<file path="src/i2c_register_transfer_master_defines.svh">
// Assertion macros shared by the I2C register transfer master.
`ifndef I2C_REGISTER_TRANSFER_MASTER_DEFINES_SVH
`define I2C_REGISTER_TRANSFER_MASTER_DEFINES_SVH

`ifndef SYNTHESIS
// The property must hold at every clock edge outside reset.
`define I2CRTM_ASSERT(label, clk, rst, prop) \
   label: assert property (@(posedge clk) disable iff (rst) (prop)) \
      else $error("i2crtm assertion failed");
// The expression must never be true outside reset.
`define I2CRTM_NEVER(label, clk, rst, expr) \
   label: assert property (@(posedge clk) disable iff (rst) !(expr)) \
      else $error("i2crtm forbidden condition seen");
`else
`define I2CRTM_ASSERT(label, clk, rst, prop)
`define I2CRTM_NEVER(label, clk, rst, expr)
`endif

`endif

</file>
<file path="src/i2crtm_pkg.sv">
package i2crtm_pkg;

   localparam int REQ_DATA_W = 32;
   localparam int RSP_DATA_W = 16;
   localparam logic [7:0] ACK_TIMEOUT_RESET = 8'd250;

   typedef enum logic [1:0] {
      KIND_TICK  = 2'd0,
      KIND_WRITE = 2'd1,
      KIND_READ  = 2'd2,
      KIND_BYTE  = 2'd3
   } kind_type;

   // Phase group: the upper bits of the sequencer state.
   typedef enum logic [2:0] {
      GRP_CTRL = 3'd0,
      GRP_ADW  = 3'd1,
      GRP_REG  = 3'd2,
      GRP_ADR  = 3'd3,
      GRP_DAT  = 3'd4,
      GRP_RD   = 3'd5,
      GRP_END  = 3'd6,
      GRP_ERR  = 3'd7
   } grp_type;

   typedef struct packed {
      grp_type    grp;
      logic [2:0] step;
   } phase_type;

   localparam logic [2:0] STEP_FIRST = 3'd0;
   localparam logic [2:0] STEP_WAIT  = 3'd6;
   localparam phase_type PHASE_IDLE = '{grp: GRP_CTRL, step: STEP_FIRST};
   localparam phase_type PHASE_WAIT = '{grp: GRP_DAT, step: STEP_WAIT};

   typedef struct packed {
      kind_type   kind;
      logic [6:0] dev_addr;
      logic [7:0] reg_addr;
      logic [7:0] length;
      logic [7:0] data_byte;
      logic       sda_in;
   } item_type;

   typedef struct packed {
      logic       scl_out;
      logic       sda_out;
      logic       busy_res;
      logic       data_request;
      logic       read_valid;
      logic [7:0] read_data;
      logic       read_last;
      logic       done_res;
      logic       error;
   } result_type;

endpackage

</file>
<file path="src/i2c_register_transfer_master.sv">
// Channel   Direction  Ports                      Payload
// req       in         req_tvalid/tready/tuser    kind in tuser, other fields in tdata
// rsp       out        rsp_tvalid/tready/tdata    pin levels, status, read byte
// csr       in         csr_wr_en/csr_wr_data      ack_timeout
//
// The sequencer steps once per accepted request and its result goes into a single
// output register in the same cycle.
// A new request is taken each cycle while the output register is empty or drained.
// A stalled response holds the register and stops the request side only then.
// Reset is synchronous and returns the bus to idle with both lines released.
`include "i2c_register_transfer_master_defines.svh"

module i2c_register_transfer_master
   import i2crtm_pkg::*;
(
   input  logic                  clock,
   input  logic                  reset,
   input  logic                  req_tvalid,
   output logic                  req_tready,
   // dev_addr[6:0], reg_addr[14:7], length[22:15], data_byte[30:23], sda_in[31]
   input  logic [REQ_DATA_W-1:0] req_tdata,
   // kind[1:0]
   input  logic [1:0]            req_tuser,
   output logic                  rsp_tvalid,
   input  logic                  rsp_tready,
   // scl_out[0], sda_out[1], busy_res[2], data_request[3], read_valid[4],
   // read_data[12:5], read_last[13], done_res[14], error[15]
   output logic [RSP_DATA_W-1:0] rsp_tdata,
   input  logic                  csr_wr_en,
   input  logic [7:0]            csr_wr_data
);

   logic [7:0]            timeout_ff;
   logic                  rsp_valid_ff, rsp_valid_in;
   logic [RSP_DATA_W-1:0] rsp_data_ff;
   logic                  accept;
   item_type              item;
   result_type            result;

   assign item.kind      = kind_type'(req_tuser);
   assign item.dev_addr  = req_tdata[6:0];
   assign item.reg_addr  = req_tdata[14:7];
   assign item.length    = req_tdata[22:15];
   assign item.data_byte = req_tdata[30:23];
   assign item.sda_in    = req_tdata[31];

   assign req_tready   = !rsp_valid_ff || rsp_tready;
   assign accept       = req_tvalid && req_tready;
   assign rsp_valid_in = accept || (rsp_valid_ff && !rsp_tready);

   i2crtm_core u_core (
      .clock       (clock),
      .reset       (reset),
      .accept      (accept),
      .item        (item),
      .ack_timeout (timeout_ff),
      .result      (result)
   );

   always_ff @(posedge clock) begin
      if (reset) begin
         timeout_ff   <= ACK_TIMEOUT_RESET;
         rsp_valid_ff <= 1'b0;
      end else begin
         if (csr_wr_en) begin
            timeout_ff <= csr_wr_data;
         end
         rsp_valid_ff <= rsp_valid_in;
      end
   end

   always_ff @(posedge clock) begin
      if (accept) begin
         rsp_data_ff <= {result.error, result.done_res, result.read_last, result.read_data,
                         result.read_valid, result.data_request, result.busy_res,
                         result.sda_out, result.scl_out};
      end
   end

   assign rsp_tvalid = rsp_valid_ff;
   assign rsp_tdata  = rsp_data_ff;

endmodule

</file>
<file path="src/i2crtm_core.sv">
`include "i2c_register_transfer_master_defines.svh"

module i2crtm_core
   import i2crtm_pkg::*;
(
   input  logic       clock,
   input  logic       reset,
   input  logic       accept,
   input  item_type   item,
   input  logic [7:0] ack_timeout,
   output result_type result
);

   phase_type  phase_ff, phase_in;
   logic [2:0] bit_count_ff, bit_count_in;
   logic [7:0] shift_ff, shift_in;
   logic [7:0] bytes_left_ff, bytes_left_in;
   logic [6:0] slave_ff, slave_in;
   logic [7:0] reg_addr_ff, reg_addr_in;
   logic       is_read_ff, is_read_in;
   logic [7:0] ack_cnt_ff, ack_cnt_in;
   logic       scl_ff, scl_in;
   logic       sda_ff, sda_in;

   logic [2:0] bit_inc;
   logic       last_byte;
   logic       is_tick;

   assign bit_inc   = bit_count_ff + 3'd1;
   assign last_byte = (bytes_left_ff == 8'd1);
   assign is_tick   = (item.kind == KIND_TICK);

   always_comb begin
      phase_in      = phase_ff;
      bit_count_in  = bit_count_ff;
      shift_in      = shift_ff;
      bytes_left_in = bytes_left_ff;
      slave_in      = slave_ff;
      reg_addr_in   = reg_addr_ff;
      is_read_in    = is_read_ff;
      ack_cnt_in    = ack_cnt_ff;
      scl_in        = scl_ff;
      sda_in        = sda_ff;

      case (item.kind)
         KIND_TICK: begin
            case (phase_ff.grp)
               GRP_CTRL: begin
                  case (phase_ff.step)
                     3'd1: begin scl_in = 1'b1; sda_in = 1'b1; phase_in.step = 3'd2; end
                     3'd2: begin scl_in = 1'b1; sda_in = 1'b0; phase_in.step = 3'd3; end
                     3'd3: begin
                        scl_in = 1'b0; sda_in = 1'b0;
                        shift_in = {slave_ff, 1'b0};
                        bit_count_in = 3'd0;
                        phase_in = '{grp: GRP_ADW, step: STEP_FIRST};
                     end
                     // Repeated start ahead of the read address.
                     3'd4: begin scl_in = 1'b0; sda_in = 1'b1; phase_in.step = 3'd5; end
                     3'd5: begin scl_in = 1'b1; sda_in = 1'b1; phase_in.step = 3'd6; end
                     3'd6: begin scl_in = 1'b1; sda_in = 1'b0; phase_in.step = 3'd7; end
                     3'd7: begin
                        scl_in = 1'b0; sda_in = 1'b0;
                        shift_in = {slave_ff, 1'b1};
                        bit_count_in = 3'd0;
                        phase_in = '{grp: GRP_ADR, step: STEP_FIRST};
                     end
                     default: ;
                  endcase
               end
               GRP_ADW, GRP_REG, GRP_ADR, GRP_DAT: begin
                  case (phase_ff.step)
                     3'd0: begin
                        scl_in = 1'b0; sda_in = shift_ff[7];
                        shift_in = {shift_ff[6:0], 1'b0};
                        phase_in.step = 3'd1;
                     end
                     3'd1: begin scl_in = 1'b1; phase_in.step = 3'd2; end
                     3'd2: begin
                        scl_in = 1'b0;
                        bit_count_in = bit_inc;
                        phase_in.step = (bit_inc != 3'd0) ? 3'd0 : 3'd3;
                     end
                     3'd3: begin scl_in = 1'b0; sda_in = 1'b1; phase_in.step = 3'd4; end
                     3'd4: begin
                        scl_in = 1'b1; sda_in = 1'b1;
                        ack_cnt_in = 8'd0;
                        phase_in.step = 3'd5;
                     end
                     3'd5: begin
                        if (item.sda_in && ack_cnt_ff != ack_timeout) begin
                           ack_cnt_in = ack_cnt_ff + 8'd1;
                        end else if (item.sda_in &&
                                     (phase_ff.grp == GRP_ADW || phase_ff.grp == GRP_DAT)) begin
                           phase_in = '{grp: GRP_ERR, step: STEP_FIRST};
                        end else begin
                           // Acknowledged, or a NACK that this byte ignores.
                           scl_in = 1'b0; sda_in = 1'b1;
                           case (phase_ff.grp)
                              GRP_ADW: begin
                                 shift_in = reg_addr_ff;
                                 bit_count_in = 3'd0;
                                 phase_in = '{grp: GRP_REG, step: STEP_FIRST};
                              end
                              GRP_REG: begin
                                 if (is_read_ff) begin
                                    phase_in = '{grp: GRP_CTRL, step: 3'd4};
                                 end else if (bytes_left_ff != 8'd0) begin
                                    phase_in = PHASE_WAIT;
                                 end else begin
                                    phase_in = '{grp: GRP_END, step: STEP_FIRST};
                                 end
                              end
                              GRP_ADR: begin
                                 bit_count_in = 3'd0;
                                 phase_in = (bytes_left_ff != 8'd0) ?
                                    phase_type'{grp: GRP_RD, step: STEP_FIRST} :
                                    phase_type'{grp: GRP_END, step: STEP_FIRST};
                              end
                              default: begin
                                 bytes_left_in = bytes_left_ff - 8'd1;
                                 phase_in = (bytes_left_ff != 8'd1) ? PHASE_WAIT :
                                    phase_type'{grp: GRP_END, step: STEP_FIRST};
                              end
                           endcase
                        end
                     end
                     default: ;
                  endcase
               end
               GRP_RD: begin
                  case (phase_ff.step)
                     3'd0: begin
                        scl_in = 1'b0; sda_in = 1'b1;
                        bit_count_in = 3'd0;
                        phase_in.step = 3'd1;
                     end
                     3'd1: begin scl_in = 1'b1; sda_in = 1'b1; phase_in.step = 3'd2; end
                     3'd2: begin
                        shift_in = {shift_ff[6:0], item.sda_in};
                        bit_count_in = bit_inc;
                        scl_in = 1'b0; sda_in = 1'b1;
                        phase_in.step = (bit_inc == 3'd0) ? 3'd3 : 3'd1;
                     end
                     // Master ACK, or NACK on the final byte.
                     3'd3: begin scl_in = 1'b0; sda_in = last_byte; phase_in.step = 3'd4; end
                     3'd4: begin scl_in = 1'b1; phase_in.step = 3'd5; end
                     3'd5: begin
                        scl_in = 1'b0; sda_in = 1'b1;
                        bytes_left_in = bytes_left_ff - 8'd1;
                        phase_in = (bytes_left_ff != 8'd1) ?
                           phase_type'{grp: GRP_RD, step: 3'd1} :
                           phase_type'{grp: GRP_END, step: STEP_FIRST};
                     end
                     default: ;
                  endcase
               end
               default: begin
                  // Stop sequence, shared by normal end and abort.
                  case (phase_ff.step)
                     3'd0: begin scl_in = 1'b0; sda_in = 1'b0; phase_in.step = 3'd1; end
                     3'd1: begin scl_in = 1'b1; sda_in = 1'b0; phase_in.step = 3'd2; end
                     default: begin
                        scl_in = 1'b1; sda_in = 1'b1;
                        phase_in = PHASE_IDLE;
                     end
                  endcase
               end
            endcase
         end
         KIND_BYTE: begin
            if (phase_ff == PHASE_WAIT) begin
               shift_in = item.data_byte;
               bit_count_in = 3'd0;
               phase_in = '{grp: GRP_DAT, step: STEP_FIRST};
            end
         end
         default: begin
            if (phase_ff == PHASE_IDLE) begin
               slave_in = item.dev_addr;
               reg_addr_in = item.reg_addr;
               bytes_left_in = item.length;
               is_read_in = (item.kind == KIND_READ);
               phase_in = '{grp: GRP_CTRL, step: 3'd1};
            end
         end
      endcase
   end

   always_comb begin
      result = '0;
      result.scl_out = scl_in;
      result.sda_out = sda_in;
      result.busy_res = (phase_in != PHASE_IDLE);
      result.data_request = (phase_in == PHASE_WAIT);
      result.read_valid = is_tick && phase_ff.grp == GRP_RD && phase_ff.step == 3'd2 &&
                          bit_inc == 3'd0;
      if (result.read_valid) begin
         result.read_data = shift_in;
         result.read_last = last_byte;
      end
      result.done_res = is_tick && (phase_ff.grp == GRP_END || phase_ff.grp == GRP_ERR) &&
                        phase_ff.step >= 3'd2;
      result.error = result.done_res && phase_ff.grp == GRP_ERR;
   end

   always_ff @(posedge clock) begin
      if (reset) begin
         phase_ff      <= PHASE_IDLE;
         bit_count_ff  <= '0;
         shift_ff      <= '0;
         bytes_left_ff <= '0;
         slave_ff      <= '0;
         reg_addr_ff   <= '0;
         is_read_ff    <= 1'b0;
         ack_cnt_ff    <= '0;
         scl_ff        <= 1'b1;
         sda_ff        <= 1'b1;
      end else if (accept) begin
         phase_ff      <= phase_in;
         bit_count_ff  <= bit_count_in;
         shift_ff      <= shift_in;
         bytes_left_ff <= bytes_left_in;
         slave_ff      <= slave_in;
         reg_addr_ff   <= reg_addr_in;
         is_read_ff    <= is_read_in;
         ack_cnt_ff    <= ack_cnt_in;
         scl_ff        <= scl_in;
         sda_ff        <= sda_in;
      end
   end

   // While a write byte is awaited, SCL must be held low.
   `I2CRTM_ASSERT(a_wait_scl_low, clock, reset, (phase_ff == PHASE_WAIT) |-> !scl_ff)
   // An idle master leaves both lines released.
   `I2CRTM_ASSERT(a_idle_released, clock, reset, (phase_ff == PHASE_IDLE) |-> (scl_ff && sda_ff))
   // A read byte and the stop completion never share one result.
   `I2CRTM_NEVER(a_read_done_clash, clock, reset, result.read_valid && result.done_res)

endmodule

</file>
<file path="config.mk">
export PLATFORM = sky130hd
export DESIGN_NAME = i2c_register_transfer_master
export DESIGN_NICKNAME = d
export VERILOG_FILES = /design/src/i2crtm_pkg.sv /design/src/i2c_register_transfer_master.sv /design/src/i2crtm_core.sv
export VERILOG_INCLUDE_DIRS = /design/src /design/src/src
export SDC_FILE = /design/constraint.sdc
export NUM_CORES = 1
export LEC_CHECK = 0
export BUFFER_PORTS_ARGS = -buffer_cell sky130_fd_sc_hd__buf_2
export CAP_MARGIN = 20
export CORE_MARGIN = 4
export CORE_UTILIZATION = 35
export DETAILED_ROUTE_END_ITERATION = 10
export HOLD_SLACK_MARGIN = 0.03
export PLACE_DENSITY = 0.54
export SETUP_SLACK_MARGIN = 0.2
export SLEW_MARGIN = 0
export SYNTH_ARGS = -nofsm -noshare
export SYNTH_HDL_FRONTEND = slang
export SYNTH_SLANG_ARGS = --single-unit
</file>
<file path="constraint.sdc">
create_clock -name clock -period 3.33 [get_ports clock]
set_clock_uncertainty 0.1 [all_clocks]
set_input_delay 0.666 -clock clock [delete_from_list [all_inputs] [get_ports clock]]
set_output_delay 0.666 -clock clock [all_outputs]
set_load 0.02 [all_outputs]
</file>
Word-level counts from Yosys, hierarchy flattened --
Cells that the tools add are included.
Storage, ports and cells: register bits after elaboration 76, input bits 47, output and inout port bits 18, word-level logic and storage cells 169
Cells by class: muxes and demuxes 66, order comparisons 1, add/subtract/negate cells 3, reduce and logical (&&, ||, !) cells 46, bitwise logic cells 2, equal/unequal tests 36
Operator list (count):
- 8-bit 2-to-1 mux | 12
- 8-bit one-hot mux with 2 select lines | 6
- 3-bit one-hot mux with 6 select lines | 3
- 6-bit one-hot mux with 3 select lines | 2
- 6-bit 2-to-1 mux | 5
- 3-bit equality test (second input constant) | 8
- 3-bit 2-to-1 mux | 8
- 4-bit != test (second input constant) | 6
- 3-bit one-hot mux with 2 select lines | 4
- 8-bit one-hot mux with 3 select lines | 1
- 3-bit != test (second input constant) | 7
- 5-bit 2-to-1 mux | 4
- 4-bit OR reduction | 5
- 3-bit by 2-bit equality test with 1-bit output (second input constant) | 4
- 6-bit equality test (second input constant) | 2
- 1-bit one-hot mux with 3 select lines | 4
- 6-bit one-hot mux with 2 select lines | 1
- 2-bit OR reduction | 6
- 3-bit OR reduction | 4
- 1-bit logical AND | 10
- 10-bit AND reduction | 1
- 3-bit logical NOT | 3
- 3-bit one-hot mux with 3 select lines | 1
- 9-bit AND reduction | 1
- other kinds (25) | 46

Longest topological paths before layout --
Gate-level depths: netlist of run 1.
depth after elaboration 10, mapped depth 11

Modules after synthesis --
A second synthesis of run 1 with hierarchy kept.
Unflattened totals: cell total of the unflattened synthesis 606, area, all modules 4978.5 sq um
By module, submodules not included:
- i2crtm_core | area an instance 4154.0 sq um, cells each 559, times used 1
- i2c_register_transfer_master | area an instance 824.5 sq um, cells each 47, times used 1

Worst setup path after synthesis of run 1 --
Ideal clock, no wire load.
kind in2reg, start input port req_tuser[0], end register rsp_data_ff[3] (netlist: rsp_tdata[3]) (data pin), arrival time 2.332 ns, path slack 0.642 ns, stages 9, buffers on the path 1, cells stage by stage inv_1 ha_1 clkbuf_1 nor2b_1 nand2_1 a2111o_1 o311ai_1 nor4_1 and4bb_1
RTL lines:
- start, declared | line i2c_register_transfer_master.sv:23 | input logic [1:0] req_tuser,
- end signal, assigned | line i2c_register_transfer_master.sv:74 | rsp_data_ff <= {result.error, result.done_res, result.read_last, result.read_data,
- end, declared | line i2c_register_transfer_master.sv:35 | logic [RSP_DATA_W-1:0] rsp_data_ff;

Worst setup path in the final report of run 1 --
start register u_core.phase_ff[3] (netlist name), end register u_core.bytes_left_ff[1]
On the way: word-level cells in the longest chain between the ends 5, elaborated cells on any way between the ends 20, those cells by class eq/ne (11); mux (2); reduce/logical (7)
RTL lines:
- start, declared | line i2crtm_core.sv:14 | phase_type phase_ff, phase_in;
- start signal, assigned | line i2crtm_core.sv:220 | phase_ff <= phase_in;
- 3-bit by 1-bit equality test with 1-bit output / 3-bit equality test (equally long branches) | line i2crtm_core.sv:47, i2crtm_core.sv:94, i2crtm_core.sv:99
- 1-bit logical OR | line i2crtm_core.sv:94 | (phase_ff.grp == GRP_ADW || phase_ff.grp == GRP_DAT)) begin
- 1-bit logical AND | line i2crtm_core.sv:93 | end else if (item.sda_in &&
- 3-bit != test (no line)
- 9-bit AND reduction (no line)
- end signal, assigned | line i2crtm_core.sv:223 | bytes_left_ff <= bytes_left_in;
- end, declared | line i2crtm_core.sv:17 | logic [7:0] bytes_left_ff, bytes_left_in;
Several ways; a longest one is shown, not always the timed one. A chain may end at the register's enable or synchronous reset.

==> run metrics, run 1 <==
Pleak 2.299 nW; via/cell ratio 6.057; syn nets 684; hold_buf cts 0; post-synth top area share 23.87%; CORE AREA 0.01399 mm^2; RSZ-0062 raised after global routing true; H-tree Lvls 3; fin crit share 89.83%; Netlist cell types 79; DIE HEIGHT 127.9 um; initial antenna violation count 0; Setup Viol. Count Final 0; Max Cap Viol 0; Vias 5379; Initial Utilization 35.97%; Sw Pwr 0.0007753 W; pre-CTS WS 0.2959 ns; cts bufs inserted 9; Cell Area, Synth 0.005031 mm^2; pwr dens 418.1 mW/mm^2; total routed wirelength 17960 um; Int Pwr 0.001750 W; Initial DRT Pass Iterations 6; post-CTS sizing 0; I/O Pins 65; actual slew at the worst max-slew pin 0.9841 ns; # rows 43; HPWL Detailed 13710 um; GPL Wtd Cong 1.028; f_max 334.3 MHz; Worst Hold Class flip-flop to flip-flop; wire length per cell 20.22 um; sequential-to-total area share from yosys stat 33.42%; input/output buffers 64; maximum VDD drop 330.6 uV; max-slew violations 0; GRT overflow 0; Layout area overhead 20.07%; Clock Power Share 39.1%; Sequential Power Share 40.6%; CP required 3.43 ns; post-layout min period 2.991 ns; commonest cells in the synthesized netlist 88 x nand2_1, 62 x a21oi_1, 60 x dfxtp_1; largest net degree at the start of global routing 24; TritonCTS clock tree done; status completed; CTS root buf clkbuf_16; die area 0.01636 mm^2; post-route setup TNS 0 ns; Combinational Power Share 20.2%; CP endpoint kind flip-flop; clock sink count 76; largest cells by area after synthesis dfxtp_1 24%, edfxtp_1 9.5%, nand2_1 6.6%; die width 127.9 um; FF-to-FF path depth 7; Layout Nets 763; Worst Path Arrival 3.10 ns; CP max FO 13; CP Class flip-flop to flip-flop; #FFs+latches synth 76; startpoint types flip-flop; wire length of the first global-routing pass 28170 um; number of enable flip-flop cells after synthesis 16; hold path cells 2; most common cell in the netlist nand2_1; vias in the first global route 5150; share of cells above drive strength 1 20.76%; FF-to-FF setup slack 0.34 ns; mean post-synth cell area 8.063 um^2; n_diodes 0; prevailing post-synth register cell dfxtp_1; Clock Latency Late Sink 0.35 ns; setup bufs post-CTS 0; Tot GR Track Use 22.09%; Worst-path clk slew 0.06 ns; ys async rst share 0%; Starting DRT DRC Count 468; final hold vios 0; Slew HR 33.53%; Routed Antenna Nets 0; Gate Count Post-Synth 624; area leader, netlist dfxtp_1; final core area utilization 43.18%; Switching Share 30.70%; Syn. warnings 0; DRC violations left 0; Final WS setup 0.3387 ns; CTS Buffer Depth 2
critical path: stages (launching register included):
cell       delay (ns)
dfxtp_1          0.73
nor2_2           0.13
xnor2_2          0.53
o21ai_0          0.20
o21ai_1          0.15
a41oi_1          0.28
a2111oi_0        0.61
a211oi_1         0.11
path summary, 6_finish.rpt:
check / endpoint / startpoint
worst min register to register: u_core.slave_ff[0] / u_core.slave_ff[0]
worst max register to register: u_core.bytes_left_ff[1] / u_core.phase_ff[3]
worst max-delay path: u_core.bytes_left_ff[1] / u_core.phase_ff[3]
worst min-delay path: u_core.slave_ff[0] / u_core.slave_ff[0]
cells by family (layout without fill, tap and decap cells):
group / Yosys count / after routing / synth area share [%]
xor+xnor: 14 / 14 / 2.587
fa+ha+maj: 13 / 13 / 3.233
flops: 76 / 76 / 33.42
compound gates: 219 / 219 / 29.72
buf+inv: 61 / 145 / 4.899
simple gates: 224 / 224 / 22.66
mux: 17 / 17 / 3.482
sequential cells by signal, indices dropped and copies added (netlist names):
| signal | cells |
|---|---|
| rsp_tdata | 16 |
| rsp_tvalid | 1 |
| timeout_ff | 8 |
| u_core.ack_cnt_ff | 8 |
| u_core.bit_count_ff | 3 |
| u_core.bytes_left_ff | 8 |
| u_core.is_read_ff | 1 |
| u_core.phase_ff | 6 |
| u_core.reg_addr_ff | 8 |
| u_core.scl_ff | 1 |
| u_core.sda_ff | 1 |
| u_core.shift_ff | 8 |
| u_core.slave_ff | 7 |
per-layer routing:
layer / global-route usage, % / share of wire, % / vias to the layer above / routed length (um)
met4: 8.801 / 3.1 / 0 / 563
li1: - / - / 2516 / -
met1: 29.92 / 43 / 2549 / 7735
met3: 5.458 / 8.6 / 44 / 1545
met2: 33.76 / 45 / 270 / 8114
met5: 0 / 0 / - / 0
per-stage QoR:
step	cells	hold WS, ns	total power [W]	area [um^2]
global route	888	0.3815	0.002636	6041
global placement	872	0.3467	0.001539	5732
finish	888	0.3586	0.002525	6041
detailed placement	872	0.3538	0.001543	5732
CTS	888	0.3615	0.002543	6025
floorplan	624	0.3360	0.001358	5031
cells in the final DEF, fill, tap and decap left out, drive strengths merged, types with 6 or more instances in the layout:
cell    instances
xor2           10
mux2i          13
nand2          89
o21ai          45
nor2           43
inv            24
a32oi           7
buf           106
o311ai          6
o31ai           8
a211oi          9
o211ai          8
a31oi          12
o221ai          6
nor4           10
nand2b         11
clkbuf         10
a21oi          62
edfxtp         16
dfxtp          60
and3            8
nor3           23
nand3           9
ha             13
a22oi           9
cell type report:
type	instances	area, um^2
Sequential cell	76	1683
Tap cell	180	225.2
Fill cell	1426	7948
Inverter	23	86.33
Clock buffer	10	229.0
Timing Repair Buffer	106	635.6
Multi-Input combinational cell	487	3118
Clock inverter	6	63.81
power groups by stage:
stage	Clock, W	Sequential [W]	Combinational (W)
global route	0.00105	0.00103	0.000558
detailed placement	0	0.00105	0.000497
global placement	0	0.00104	0.000496
finish	0.000989	0.00103	0.000510
floorplan	0	0.00104	0.000313
CTS	0.00102	0.00103	0.000500
Power figures use the tool's default switching activity.
==> run 2: changes to the inputs <==
--- a/config.mk
+++ b/config.mk
@@ -13,6 +13,7 @@
 export DETAILED_ROUTE_END_ITERATION = 10
 export HOLD_SLACK_MARGIN = 0.03
 export PLACE_DENSITY = 0.54
+export REMOVE_ABC_BUFFERS = 1
 export SETUP_SLACK_MARGIN = 0.2
 export SLEW_MARGIN = 0
 export SYNTH_ARGS = -nofsm -noshare
==> run 2 against run 1 <==
Non-clock buffer count decreased by 10. Sequential share of layout area increased by 0.38 points. Register-to-register slack improved by 0.03 ns. Final area decreased by 1.3%. Count of clock-buffer cells in the layout increased by 2. Critical path depth increased by 1. Flip-flop and latch count unchanged. Maximum frequency increased by 0.97%. Hold slack improved by 0.0026 ns. Critical endpoint is now rsp_tdata[3].
==> run metrics, run 2 (same netlist as run 1, synthesis figures left out) <==
most frequent cells in the layout 88 x nand2_1, 64 x buf_2, 62 x a21oi_1, 58 x dfxtp_1, 40 x nor2_1 (was 88 x nand2_1, 64 x buf_2, 62 x a21oi_1, 59 x dfxtp_1, 42 x buf_4); total routed wirelength 17010 um (was 17960 um); CTS root buf clkbuf_16 (unchanged); startpoint types flip-flop (unchanged); Switching Share 30.55% (was 30.70%); Layout Nets 753 (was 763); vias in the first global route 4938 (was 5150); critical path's slowest cell dfxtp_1 (unchanged); CTS Buffer Depth 2 (unchanged); wire length per cell 19.38 um (was 20.22 um); most common cell after layout, fill and taps aside nand2_1 (unchanged); CP max FO 14 (was 13); Filler cells 1426 (unchanged); Int Pwr 0.001707 W (was 0.001750 W); CORE AREA 0.01399 mm^2 (unchanged); multi-input logic area 0.003114 mm^2 (was 0.003118 mm^2); via/cell ratio 5.936 (was 6.057); status completed (unchanged); cells along the critical path ha_1, and2_1, nand2_1, a21oi_1, o21ai_1, a311oi_1, nor4_2, and4bb_1 (was nor2_2, xnor2_2, o21ai_0, o21ai_1, a41oi_1, a2111oi_0, a211oi_1); # rows 43 (unchanged); Clock Latency Late Sink 0.35 ns (about the same); Pleak 2.254 nW (was 2.299 nW); actual slew at the worst max-slew pin 0.8794 ns (was 0.9841 ns); hold_buf cts 0 (unchanged); worst reg2reg path endpoint rsp_tdata[3] (was u_core.bytes_left_ff[1]); RSZ-0062 raised after global routing true (unchanged); Max Cap Viol 0 (unchanged); Sw Pwr 0.0007510 W (was 0.0007753 W); pre-CTS WS 0.3009 ns (was 0.2959 ns); Vias 5212 (was 5379); DIE HEIGHT 127.9 um (unchanged); hold path cells 2 (unchanged); Sequential Area 0.001684 mm^2 (was 0.001683 mm^2); largest net degree at the start of global routing 33 (was 24); delay of the slowest critical-path stage 0.49 ns (was 0.73 ns); beginning of the worst hold path u_core.reg_addr_ff[5] (was u_core.slave_ff[0]); FF-to-FF path depth 8 (was 7); Layout area overhead 18.53% (was 20.07%); GPL Wtd Cong 0.9668 (was 1.028); n_diodes 0 (unchanged); FF-to-FF setup slack 0.37 ns (was 0.34 ns); number of flip-flops in the largest register 16 (unchanged); post-route setup TNS 0 ns (unchanged); input/output buffers 64 (unchanged); Combinational Power Share 20.3% (was 20.2%); DRC violations left 0 (unchanged); Clock Power Share 38.0% (was 39.1%); Initial Utilization 35.97% (unchanged); Starting DRT DRC Count 591 (was 468); CP endpoint kind flip-flop (unchanged); final hold vios 0 (unchanged); pwr dens 412.2 mW/mm^2 (was 418.1 mW/mm^2); wire length of the first global-routing pass 26930 um (was 28170 um); GRT overflow 0 (unchanged); initial antenna violation count 0 (unchanged); setup bufs post-CTS 0 (unchanged); Hold EP u_core.reg_addr_ff[5] (was u_core.slave_ff[0]); Initial DRT Pass Iterations 5 (was 6); HPWL Detailed 12630 um (was 13710 um); clock sink count 76 (unchanged); f_max 337.5 MHz (was 334.3 MHz); TritonCTS clock tree done (unchanged); Tot GR Track Use 20.79% (was 22.09%); CP required 3.33 ns (was 3.43 ns); Worst-path clk slew 0.06 ns (about the same); family with the most delay on the worst path compound AO/OA/AOI/OAI gates (unchanged); Worst R2R Start u_core.phase_ff[0] (was u_core.phase_ff[3]); crit path buf inv count 0 (unchanged); post-layout min period 2.963 ns (was 2.991 ns); Slew HR 41.31% (was 33.53%); max-slew violations 0 (unchanged); Routed Antenna Nets 0 (unchanged); maximum VDD drop 224.0 uV (was 330.6 uV); I/O Pins 65 (unchanged); die width 127.9 um (unchanged); fin crit share 88.97% (was 89.83%); CP Class flip-flop to flip-flop (unchanged); share of cells above drive strength 1 20.06% (was 20.76%); post-CTS sizing 0 (unchanged); die area 0.01636 mm^2 (unchanged); Sequential Power Share 41.7% (was 40.6%); Final WS setup 0.3673 ns (was 0.3387 ns); H-tree Lvls 3 (unchanged); Worst Hold Class flip-flop to flip-flop (unchanged); Worst Path Arrival 2.97 ns (was 3.10 ns); Setup Viol. Count Final 0 (unchanged); cts bufs inserted 9 (unchanged)
run 2: worst max path at each step:
stage | slack, ns | cells past startpoint | to | start
5_1_grt | 0.17 | 10 | rsp_tdata[3] | u_core.phase_ff[0]
3_5_place_dp | 0.30 | 9 | rsp_tdata[2] | req_tuser[0]
6_report | 0.37 | 8 | rsp_tdata[3] | u_core.phase_ff[0]
2_1_floorplan | 0.43 | 6 | u_core.bit_count_ff[0] | rsp_tready
4_1_cts | 0.35 | 7 | rsp_tdata[2] | u_core.phase_ff[4]
3_3_place_gp | 0.37 | 9 | rsp_tdata[2] | req_tuser[0]
run 2: metrics by stage:
| step | std cells | hold slack [ns] | utilization [%] | power [W] | area [um^2] |
|---|---|---|---|---|---|
| floorplan | 586 | 0.3299 | - | 0.001338 | 4871 |
| finish | 878 | 0.3612 | 42.63 | 0.002458 | 5963 |
| global route | 878 | 0.3791 | 42.63 | 0.002581 | 5963 |
| CTS | 878 | 0.3623 | 42.53 | 0.002475 | 5949 |
| global placement | 862 | 0.3471 | 40.53 | 0.001528 | 5669 |
| detailed placement | 862 | 0.3539 | 40.53 | 0.001532 | 5669 |
run 2: layer usage:
layer | vias to the layer above | track usage (%) | part of all wire (%)
li1 | 2482 | - | -
met1 | 2452 | 28.35 | 44
met2 | 249 | 32.04 | 46
met3 | 29 | 4.083 | 7.8
met4 | 0 | 8.864 | 2.5
met5 | - | 0 | 0
run 2: area by class of cell:
cell class	instances	area share (%)
clock inverter	4	0.3987
timing repair buffer	96	9.610
inverter	23	1.448
multi-input combinational	487	52.22
tap	180	3.777
clock buffer	12	4.301
sequential	76	28.24
run 2: power by group through the flow:
stage,Sequential (W),Clock [W],Combinational (W)
floorplan,0.00105,0,0.000287
global placement,0.00104,0,0.000486
detailed placement,0.00104,0,0.000487
CTS,0.00102,0.000960,0.000490
global route,0.00103,0.00100,0.000547
finish,0.00103,0.000934,0.000499
run 2: worst reg2reg max path, cell delays in order, from the launching register on:
cell and delay (ns):
dfxtp_1 0.49, ha_1 0.22, and2_1 0.47, nand2_1 0.11, a21oi_1 0.37, o21ai_1 0.15, a311oi_1 0.47, nor4_2 0.13
and4bb_1 0.21
==> run 3: changes to the inputs <==
--- a/config.mk
+++ b/config.mk
@@ -9,10 +9,10 @@
 export BUFFER_PORTS_ARGS = -buffer_cell sky130_fd_sc_hd__buf_2
 export CAP_MARGIN = 20
 export CORE_MARGIN = 4
-export CORE_UTILIZATION = 35
+export CORE_UTILIZATION = 63
 export DETAILED_ROUTE_END_ITERATION = 10
 export HOLD_SLACK_MARGIN = 0.03
-export PLACE_DENSITY = 0.54
+export PLACE_DENSITY = 0.87
 export REMOVE_ABC_BUFFERS = 1
 export SETUP_SLACK_MARGIN = 0.2
 export SLEW_MARGIN = 0
==> constraint.sdc (replaced) <==
create_clock -name clock -period 3.5 [get_ports clock]
set_clock_uncertainty 0.1 [all_clocks]
set_input_delay 0.7 -clock clock [delete_from_list [all_inputs] [get_ports clock]]
set_output_delay 0.7 -clock clock [all_outputs]
set_load 0.02 [all_outputs]
==> run 3 against run 2 <==
Wire length down 5.1%. Sequential share of layout area up 1.1 points. Maximum frequency down 7.9%. Critical path type unchanged. Largest cell class unchanged.
==> run metrics, run 3 (same netlist as run 1, synthesis figures left out) <==
DIE HEIGHT 97.37 um (was 127.9 um); hold_buf cts 0 (unchanged); initial antenna violation count 0 (unchanged); CP Class flip-flop to flip-flop (unchanged); CP required 3.52 ns (was 3.33 ns); Routed Antenna Nets 0 (unchanged); share of cells above drive strength 1 18.31% (was 20.06%); f_max 310.7 MHz (was 337.5 MHz); HPWL Detailed 11890 um (was 12630 um); cts bufs inserted 9 (unchanged); DRC violations left 0 (unchanged); total routed wirelength 16140 um (was 17010 um); die width 97.37 um (was 127.9 um); RSZ-0062 raised after global routing false (was true); setup bufs post-CTS 0 (unchanged); Layout Nets 743 (was 753); M3 GR Usage 8.256% (was 4.083%); M1 GR Usage 44.42% (was 28.35%); maximum VDD drop 224.5 uV (was 224.0 uV); Placed Instance Area 0.005484 mm^2 (was 0.005669 mm^2); Max Cap Viol 0 (unchanged); vias in the first global route 5086 (was 4938); Tot GR Track Use 33.20% (was 20.79%); wire length of the first global-routing pass 25950 um (was 26930 um); Layout area overhead 13.95% (was 18.53%); Worst Path Arrival 3.24 ns (was 2.97 ns); met2 GRT Util 51.19% (was 32.04%); final hold vios 0 (unchanged); most frequent cells in the layout 88 x nand2_1, 64 x buf_2, 62 x a21oi_1, 59 x dfxtp_1, 40 x nor2_1 (was 88 x nand2_1, 64 x buf_2, 62 x a21oi_1, 58 x dfxtp_1, 40 x nor2_1); GRT overflow 0 (unchanged); cell area after layout 0.005733 mm^2 (was 0.005963 mm^2); # rows 32 (was 43); Starting DRT DRC Count 680 (was 591); CTS root buf clkbuf_8 (was clkbuf_16); pwr dens 391.1 mW/mm^2 (was 412.2 mW/mm^2); CORE AREA 0.007727 mm^2 (was 0.01399 mm^2); Vias 5440 (was 5212); Initial DRT Pass Iterations 6 (was 5); number of flip-flops in the largest register 16 (unchanged); clock sink count 76 (unchanged); Initial Utilization 65.11% (was 35.97%); I/O Pins 65 (unchanged); status completed (unchanged); TritonCTS clock tree done (unchanged); post-route setup TNS 0 ns (unchanged); Clock Latency Late Sink 0.36 ns (was 0.35 ns); CP max FO 15 (was 14); CP endpoint kind flip-flop (unchanged); n_diodes 0 (unchanged); wire length per cell 20.43 um (was 19.38 um); GPL Wtd Cong 1.066 (was 0.9668); post-layout min period 3.218 ns (was 2.963 ns); Sequential Area 0.001683 mm^2 (was 0.001684 mm^2); Worst Hold Class flip-flop to flip-flop (unchanged); actual slew at the worst max-slew pin 0.8972 ns (was 0.8794 ns); H-tree Lvls 3 (unchanged); most common cell after layout, fill and taps aside nand2_1 (unchanged); CTS Buffer Depth 2 (unchanged); Setup Viol. Count Final 0 (unchanged); via/cell ratio 6.886 (was 5.936); input/output buffers 64 (unchanged); die area 0.009480 mm^2 (was 0.01636 mm^2); fin crit share 91.95% (was 88.97%); Worst-path clk slew 0.09 ns (was 0.06 ns); Most Crowded Layer GR met2 (unchanged); multi-input logic area 0.003120 mm^2 (was 0.003114 mm^2); Pleak 2.178 nW (was 2.254 nW); FF-to-FF setup slack 0.28 ns (was 0.37 ns); Filler cells 608 (was 1426); max-slew violations 0 (unchanged); startpoint types flip-flop (unchanged); Slew HR 39.72% (was 41.31%); post-CTS sizing 0 (unchanged); largest net degree at the start of global routing 30 (was 33)
## run 3: cell types whose count changed in the layout (fill, tap and decap cells not counted), moves of 2 or more
cell	delta
clkinv_1	+2
clkbuf_16	-9
buf_4	-9
bufinv_16	+3
clkbuf_8	+7
## run 3: per-stage QoR
stage	worst slack, ns	std cells	power (W)	utilization [%]	hold WS (ns)
6_report	0.2817	790	0.002242	74.19	0.3612
5_1_grt	0.2336	790	0.002330	74.19	0.3848
4_1_cts	0.4001	790	0.002219	73.95	0.3628
3_5_place_dp	0.4037	774	0.001440	70.97	0.3523
3_3_place_gp	0.4280	774	0.001427	70.97	0.3452
2_1_floorplan	0.5652	586	0.001273	-	0.3299
## run 3: metal layers
| metal | up-vias | share of wire [%] |
|---|---|---|
| met1 | 2476 | 40 |
| met3 | 92 | 11 |
| li1 | 2466 | - |
| met5 | - | 0 |
| met4 | 0 | 4.6 |
| met2 | 406 | 44 |
## run 3: critical path, cell delays in order, from the launching register on
cell and delay, ns:
dfxtp_1 0.52, buf_4 0.28, nor3_1 0.74, nand3_1 0.41, nand2_1 0.14, a21oi_1 0.05
a311oi_1 0.39, nor4_2 0.13, and4bb_1 0.21
## run 3: layout make-up
class,count,area share (%)
Multi-Input combinational cell,487,54.43
Sequential cell,76,29.35
Timing Repair Buffer,86,8.468
Clock buffer,10,2.226
Tap cell,102,2.226
Clock inverter,6,1.790
Inverter,23,1.506
## run 3: final timing paths
check / start / to / cells after the start
hold / removal: u_core.slave_ff[4] / u_core.slave_ff[4] / 2
setup / recovery: u_core.phase_ff[3] / rsp_tdata[3] / 8
setup reg to reg: u_core.phase_ff[3] / rsp_tdata[3] / 8
hold reg to reg: u_core.slave_ff[4] / u_core.slave_ff[4] / 2
## run 3: where the power goes
| group | internal, W | leakage, nW | switching [W] |
|---|---|---|---|
| clock | 0.000468 | 0.115 | 0.000332 |
| combinational | 0.000163 | 1.42 | 0.000306 |
| sequential | 0.000935 | 0.643 | 0.0000387 |
| total | 0.00157 | 2.18 | 0.000676 |
